[src/dem_depression_fill_top_macros.svh]
// assertion macros for the depression fill block
`ifndef DEM_DEPRESSION_FILL_TOP_MACROS_SVH
`define DEM_DEPRESSION_FILL_TOP_MACROS_SVH

// same-cycle implication
`define DEM_FILL_ASSERT_NOW(lbl, clk, rst, ante, cons, msg) \
   lbl: assert property (@(posedge clk) disable iff (rst) (ante) |-> (cons)) else $error(msg);

// next-cycle implication
`define DEM_FILL_ASSERT_NEXT(lbl, clk, rst, ante, cons, msg) \
   lbl: assert property (@(posedge clk) disable iff (rst) (ante) |=> (cons)) else $error(msg);

`endif

[src/dem_fill_pkg.sv]
// shared constants, types and helpers for the depression fill block
package dem_fill_pkg;

   localparam int MAX_COLS = 256;
   localparam int MAX_ROWS = 256;
   localparam int COL_W    = $clog2(MAX_COLS);
   localparam int ROW_W    = $clog2(MAX_ROWS);
   localparam int CELL_W   = COL_W + ROW_W;
   localparam int CELL_CAP = MAX_COLS * MAX_ROWS;
   localparam int CNT_W    = CELL_W + 1;
   localparam int ELEV_W   = 32;
   localparam int CFG_W    = 9;
   localparam int IDX_W    = 2;

   localparam logic [IDX_W-1:0] REG_GRID_COLS = 2'd0;
   localparam logic [IDX_W-1:0] REG_GRID_ROWS = 2'd1;

   localparam logic [1:0] RS_READ = 2'd0;
   localparam logic [1:0] RS_CUR  = 2'd1;
   localparam logic [1:0] RS_NB   = 2'd2;

   typedef struct packed {
      logic signed [ELEV_W-1:0] spill;
      logic [CELL_W-1:0]        loc;
   } heap_ent_type;

   typedef enum logic [18:0] {
      S_IDLE      = 19'd1,
      S_RD_OUT    = 19'd2,
      S_SD_RD     = 19'd4,
      S_SD_CHK    = 19'd8,
      S_SD_NB     = 19'd16,
      S_SD_NBCHK  = 19'd32,
      S_SD_PUSH   = 19'd64,
      S_SD_NEXT   = 19'd128,
      S_PU_TEST   = 19'd256,
      S_PU_CMP    = 19'd512,
      S_PU_END    = 19'd1024,
      S_POP_CHK   = 19'd2048,
      S_POP_LD    = 19'd4096,
      S_PD_TEST   = 19'd8192,
      S_PD_CMP    = 19'd16384,
      S_PD_END    = 19'd32768,
      S_NB        = 19'd65536,
      S_NB_CHK    = 19'd131072,
      S_NB_NEXT   = 19'd262144
   } state_type;

   typedef struct packed {
      logic       req_ready;
      logic       rsp_load;
      logic [1:0] rsel;
      logic       fill_start;
      logic       latch_spill;
      logic       proc_wr;
      logic       proc_val;
      logic       proc_sel_nb;
      logic       dir_clr;
      logic       dir_inc;
      logic       cur_next;
      logic       push_seed;
      logic       push_nb;
      logic       pu_read;
      logic       pu_move;
      logic       pu_end;
      logic       pop_read;
      logic       pop_load;
      logic       pd_read;
      logic       pd_move;
      logic       pd_end;
   } cmd_type;

   typedef struct packed {
      logic req_valid;
      logic req_mode;
      logic ld_last;
      logic rsp_free;
      logic nod_q;
      logic proc_q;
      logic nb_in;
      logic dir_last;
      logic cur_last;
      logic hi_zero;
      logic par_le;
      logic heap_empty;
      logic c_out;
      logic pd_stop;
   } stat_type;

   function automatic logic signed [1:0] nb_dr(input logic [2:0] d);
      case (d)
         3'd0, 3'd1, 3'd7: nb_dr = -2'sd1;
         3'd3, 3'd4, 3'd5: nb_dr = 2'sd1;
         default:          nb_dr = 2'sd0;
      endcase
   endfunction

   function automatic logic signed [1:0] nb_dc(input logic [2:0] d);
      case (d)
         3'd1, 3'd2, 3'd3: nb_dc = 2'sd1;
         3'd5, 3'd6, 3'd7: nb_dc = -2'sd1;
         default:          nb_dc = 2'sd0;
      endcase
   endfunction

endpackage

[src/dem_fill_ctrl.sv]
// controller: sequencing of load, readout, seeding, heap and flood steps
module dem_fill_ctrl (
   input  logic                    clock,
   input  logic                    reset,
   input  dem_fill_pkg::stat_type  stat,
   output dem_fill_pkg::cmd_type   cmd
);

   dem_fill_pkg::state_type state_ff, state_in;
   logic ret_nb_ff, ret_nb_in;

   always_comb begin
      state_in = state_ff;
      ret_nb_in = ret_nb_ff;
      cmd = '0;
      cmd.rsel = dem_fill_pkg::RS_READ;
      case (state_ff)
         dem_fill_pkg::S_IDLE: begin
            cmd.req_ready = 1'b1;
            if (stat.req_valid) begin
               if (stat.req_mode) begin
                  state_in = dem_fill_pkg::S_RD_OUT;
               end else if (stat.ld_last) begin
                  cmd.fill_start = 1'b1;
                  state_in = dem_fill_pkg::S_SD_RD;
               end
            end
         end
         dem_fill_pkg::S_RD_OUT: begin
            if (stat.rsp_free) begin
               cmd.rsp_load = 1'b1;
               state_in = dem_fill_pkg::S_IDLE;
            end
         end
         dem_fill_pkg::S_SD_RD: begin
            cmd.rsel = dem_fill_pkg::RS_CUR;
            state_in = dem_fill_pkg::S_SD_CHK;
         end
         dem_fill_pkg::S_SD_CHK: begin
            cmd.latch_spill = 1'b1;
            if (stat.nod_q) begin
               cmd.proc_wr = 1'b1;
               cmd.proc_val = 1'b1;
               state_in = dem_fill_pkg::S_SD_NEXT;
            end else begin
               cmd.dir_clr = 1'b1;
               state_in = dem_fill_pkg::S_SD_NB;
            end
         end
         dem_fill_pkg::S_SD_NB: begin
            cmd.rsel = dem_fill_pkg::RS_NB;
            state_in = stat.nb_in ? dem_fill_pkg::S_SD_NBCHK : dem_fill_pkg::S_SD_PUSH;
         end
         dem_fill_pkg::S_SD_NBCHK: begin
            if (stat.nod_q) begin
               state_in = dem_fill_pkg::S_SD_PUSH;
            end else if (stat.dir_last) begin
               cmd.proc_wr = 1'b1;
               state_in = dem_fill_pkg::S_SD_NEXT;
            end else begin
               cmd.dir_inc = 1'b1;
               state_in = dem_fill_pkg::S_SD_NB;
            end
         end
         dem_fill_pkg::S_SD_PUSH: begin
            cmd.proc_wr = 1'b1;
            cmd.proc_val = 1'b1;
            cmd.push_seed = 1'b1;
            ret_nb_in = 1'b0;
            state_in = dem_fill_pkg::S_PU_TEST;
         end
         dem_fill_pkg::S_SD_NEXT: begin
            if (stat.cur_last) begin
               state_in = dem_fill_pkg::S_POP_CHK;
            end else begin
               cmd.cur_next = 1'b1;
               state_in = dem_fill_pkg::S_SD_RD;
            end
         end
         dem_fill_pkg::S_PU_TEST: begin
            if (stat.hi_zero) begin
               state_in = dem_fill_pkg::S_PU_END;
            end else begin
               cmd.pu_read = 1'b1;
               state_in = dem_fill_pkg::S_PU_CMP;
            end
         end
         dem_fill_pkg::S_PU_CMP: begin
            if (stat.par_le) begin
               state_in = dem_fill_pkg::S_PU_END;
            end else begin
               cmd.pu_move = 1'b1;
               state_in = dem_fill_pkg::S_PU_TEST;
            end
         end
         dem_fill_pkg::S_PU_END: begin
            cmd.pu_end = 1'b1;
            state_in = ret_nb_ff ? dem_fill_pkg::S_NB_NEXT : dem_fill_pkg::S_SD_NEXT;
         end
         dem_fill_pkg::S_POP_CHK: begin
            if (stat.heap_empty) begin
               state_in = dem_fill_pkg::S_IDLE;
            end else begin
               cmd.pop_read = 1'b1;
               state_in = dem_fill_pkg::S_POP_LD;
            end
         end
         dem_fill_pkg::S_POP_LD: begin
            cmd.pop_load = 1'b1;
            state_in = dem_fill_pkg::S_PD_TEST;
         end
         dem_fill_pkg::S_PD_TEST: begin
            if (stat.c_out) begin
               state_in = dem_fill_pkg::S_PD_END;
            end else begin
               cmd.pd_read = 1'b1;
               state_in = dem_fill_pkg::S_PD_CMP;
            end
         end
         dem_fill_pkg::S_PD_CMP: begin
            if (stat.pd_stop) begin
               state_in = dem_fill_pkg::S_PD_END;
            end else begin
               cmd.pd_move = 1'b1;
               state_in = dem_fill_pkg::S_PD_TEST;
            end
         end
         dem_fill_pkg::S_PD_END: begin
            cmd.pd_end = 1'b1;
            cmd.dir_clr = 1'b1;
            state_in = dem_fill_pkg::S_NB;
         end
         dem_fill_pkg::S_NB: begin
            cmd.rsel = dem_fill_pkg::RS_NB;
            state_in = stat.nb_in ? dem_fill_pkg::S_NB_CHK : dem_fill_pkg::S_NB_NEXT;
         end
         dem_fill_pkg::S_NB_CHK: begin
            if (stat.proc_q) begin
               state_in = dem_fill_pkg::S_NB_NEXT;
            end else begin
               cmd.proc_wr = 1'b1;
               cmd.proc_val = 1'b1;
               cmd.proc_sel_nb = 1'b1;
               cmd.push_nb = 1'b1;
               ret_nb_in = 1'b1;
               state_in = dem_fill_pkg::S_PU_TEST;
            end
         end
         dem_fill_pkg::S_NB_NEXT: begin
            if (stat.dir_last) begin
               state_in = dem_fill_pkg::S_POP_CHK;
            end else begin
               cmd.dir_inc = 1'b1;
               state_in = dem_fill_pkg::S_NB;
            end
         end
         default: begin
            state_in = dem_fill_pkg::S_IDLE;
         end
      endcase
   end

   always_ff @(posedge clock) begin
      if (reset) begin
         state_ff <= dem_fill_pkg::S_IDLE;
         ret_nb_ff <= 1'b0;
      end else begin
         state_ff <= state_in;
         ret_nb_ff <= ret_nb_in;
      end
   end

endmodule

[config.mk]
export PLATFORM = sky130hd
export DESIGN_NAME = dem_fill_ctrl
export DESIGN_NICKNAME = d
export VERILOG_FILES = /design/src/dem_depression_fill_top_macros.svh /design/src/dem_fill_pkg.sv /design/src/dem_fill_ctrl.sv
export SDC_FILE = /design/constraint.sdc
export NUM_CORES = 1
export LEC_CHECK = 0
export BUFFER_PORTS_ARGS = -buffer_cell sky130_fd_sc_hd__buf_2
export CAP_MARGIN = 20
export CORE_UTILIZATION = 46
export CTS_BUF_LIST = sky130_fd_sc_hd__clkbuf_4 sky130_fd_sc_hd__clkbuf_8
export CTS_CLUSTER_DIAMETER = 40
export DETAILED_ROUTE_END_ITERATION = 8
export PLACE_DENSITY = 0.72
export SYNTH_ARGS = -nofsm -noshare
export SYNTH_HDL_FRONTEND = slang
export SYNTH_SLANG_ARGS = --single-unit
[constraint.sdc]
create_clock -name clock -period 2.3 [get_ports clock]
set_clock_uncertainty 0.1 [all_clocks]
set_input_delay 0.345 -clock clock [delete_from_list [all_inputs] [get_ports clock]]
set_output_delay 0.345 -clock clock [all_outputs]
set_load 0.005 [all_outputs]
==> flow_summary.yaml <==
sta:
  rsz0062_at_grt: "true"
  slew_headroom_pct: 37.5
  setup_ws_ns: -0.378
  final-max-slew-violation-count: 0
  tns_ns: -5.01
  tightest_slew_ns: 0.925
  setup_viol: 30
  hold_viol: 0
  fin_crit_sh_pct: 116
  fmax_ghz: 0.373
  min_period_ns: 2.68
clock_network:
  path_clk_slew_ns: 0.13
  clk_latency_ns: 0.33
  clock_sinks: 20
  holdBufCountCts: 0
  clockRootBuffer: "clkbuf_4"
  clock_path_buffers: 2
  cts_buffers: 3
  cts_tree: "yes"
  htreeDepth: 1
setup_path:
  critPathRequiredTime_ns: 1.86
  endpoint_kind: "primary output"
  crit_path_top_delay_cell: "or3_4"
  slowest_delay_ns: 0.42
  timing.rr.start: "state_ff[8]"
  path_max_fanout: 5
  cp_num_buf_inv: 2
  r2r_end: "state_ff[3]"
  ff2ff_path_depth: 12
  worst_setup_path_start_kind: "flop"
  reg2reg_slack_ns: -0.14
  path_cells: "nor4_4 -> buf_4 -> nand4_1 -> or3_4 -> nor4b_4 -> buf_2"
  cp.arrival_ns: 2.23
  crit_type: "flop to primary output"
  cp_top_family: "simple AND/OR/NAND/NOR gates"
final_layout:
  area_growth_pct: 77.4
  fillers: 139
  final_cells: 309
  layout.nets: 295
  drive_gt1_share_pct: 58.3
  layout_commonest_cell: "buf_4"
  final_cell_mix: "buf_4, buf_2, nor2_1, buf_6, dfxtp_1"
  num_antenna_cells: 0
  design_area_um2: 2430
die:
  pin_count: 38
  die_area_um2: 3210
  dieWidth_um: 56.6
  placementRows: 19
  die_h_um: 56.6
  start_util_pct: 49.3
  core-area_um2: 2780
pwr:
  p_sw_uw: 328
  switching_share_pct: 33.6
  p_leak_uw: 0.00115
  seq_power_share_pct: 37.0
  totalPowerFinal_uw: 976
  comb_power_share_pct: 39.4
  power_frac_clock_pct: 23.6
  power.density_nw_per_um2: 401
  peakVddDrop_v: 0.000456
  p_int_uw: 648
global_routing:
  grt_pass1_vias: 1781
  antenna_found_initial: 0
  gr-total-overflow: 0
  grt_max_degree: 12
  grt_pass1_wl_mm: 8.41
  gr-usage-all-layers_pct: 33.6
routing:
  postRouteAntennaNets: 0
  via_per_inst: 6.59
  wl_per_cell_um: 21.3
  firstDrtPassIters: 5
  wl_mm: 6.58
  vias: 2035
  drc: 0
  drt_iter0_drc: 184
synthesis:
  synthTopCellsByArea: "dfxtp_1, nor2_1, nor3_1"
  synthArstFlopShare_pct: 0
  yosysWarningCount: 0
  ys_seq_area_share_pct: 29.2
  yosysUniqueCellTypes: 49
  syn_inst: 170
  ys_seq_elements: 20
  synth.avg_cell_area_um2: 8.07
  synth_top_area_share_pct: 29.2
  yosys.area.top_type: "dfxtp_1"
  synthFlopType: "dfxtp_1"
  synth-edff-count: 0
  synth_fp_nets: 186
  synth.cell_area_um2: 1370
placed_design:
  port-buffer-count: 37
  hpwl_mm: 3.19
  postPlaceCellArea_um2: 1780
  dp_cells: 260
  gp_congestion: 0.932
  place_ws_ns: -0.000575
flow_run:
  maxCapViolations: 0
worst_hold_path:
  hold_class: "primary input to flop"
  hp-start: "stat[1]"
  min_to: "state_ff[14]"
  hold_depth: 2
outcome:
  violations: "negative setup slack"
  status: "finished with violations"
==> worst register-to-register path: stages (launching register included) <==
cell     delay, ns
dfxtp_2       0.36
nor4_4        0.33
buf_4         0.20
buf_6         0.12
nand4_1       0.21
nor4_4        0.28
buf_4         0.17
buf_4         0.10
buf_4         0.09
buf_4         0.09
buf_4         0.09
buf_4         0.09
o211a_1       0.15
==> cell type report <==
class,count,area [um^2],area share [%]
inverter,8,30.0,1.23
tap,31,38.8,1.59
clock buffer,4,36.3,1.49
sequential,20,413,17.0
multi-input combinational,135,1110,45.8
timing repair buffer,111,802,32.9
==> synthesized netlist by cell type, types with 3 or more instances <==
library cell / number
dfxtp_1: 20
nor2_1: 17
nand2_1: 14
nor3_1: 11
a21oi_1: 8
inv_1: 8
nand4_1: 6
nand2b_1: 5
nor2b_1: 5
o21ai_0: 5
and3_1: 4
nand3_1: 4
nor4_1: 4
nor4b_1: 4
and4b_1: 3
clkbuf_1: 3
nand4b_1: 3
o211ai_1: 3
==> power by group through the flow <==
stage,clock network (uW),registers (uW),logic (uW)
floorplan,0,369,116
global placement,0,368,202
detailed placement,0,369,206
CTS,224,362,283
global route,240,362,401
finish,230,362,384
==> logic make-up (layout without fill, tap and decap cells) <==
kind of cell / after synthesis / count (layout) / synth area share (%)
xor gates and xnor gates: 4 / 4 / 2.55
DFF: 20 / 20 / 29.2
buffers and inverters: 15 / 123 / 5.11
and+or+nand+nor: 98 / 98 / 46.0
AOI/OAI and AO/OA: 33 / 33 / 17.1
==> routing by layer <==
layer | vias up | GRT usage, % | part of all wire, %
li1 | 860 | - | -
met1 | 968 | 39.9 | 35
met2 | 166 | 58.2 | 49
met3 | 41 | 5.53 | 11
met4 | 0 | 16.4 | 5.2
met5 | - | 0 | 0
==> per-stage QoR <==
step / util, % / hold slack [ns]
4_1_cts: 78.5 / 0.0983
3_3_place_gp: 64.1 / 0.366
3_5_place_dp: 64.1 / 0.372
2_1_floorplan: - / 0.314
6_report: 87.5 / 0.102
5_1_grt: 87.5 / 0.0942
==> sequential cells by signal (all words and copies together), names as in the netlist <==
| signal | cells |
|---|---|
| ret_nb_ff | 1 |
| state_ff | 19 |
==> worst max-delay path by stage <==
stage               endpoint         start  cells past startpoint
finish               cmd[10]  state_ff[15]                      6
detailed placement    cmd[6]   state_ff[4]                      6
floorplan             cmd[6]   state_ff[3]                      5
global route         cmd[10]  state_ff[15]                      6
global placement      cmd[6]   state_ff[4]                      6
CTS                   cmd[6]   state_ff[7]                      6
==> timing repair <==
item                                    in CTS  in global routing
pin swaps                                   17                 15
hold endpoints to repair                     0                  0
endpoints found under the setup margin      22                 28
gates resized for setup                     38                 28
setup buffers                               32                 20
Note: power is estimated with default switching activity, not from simulation.
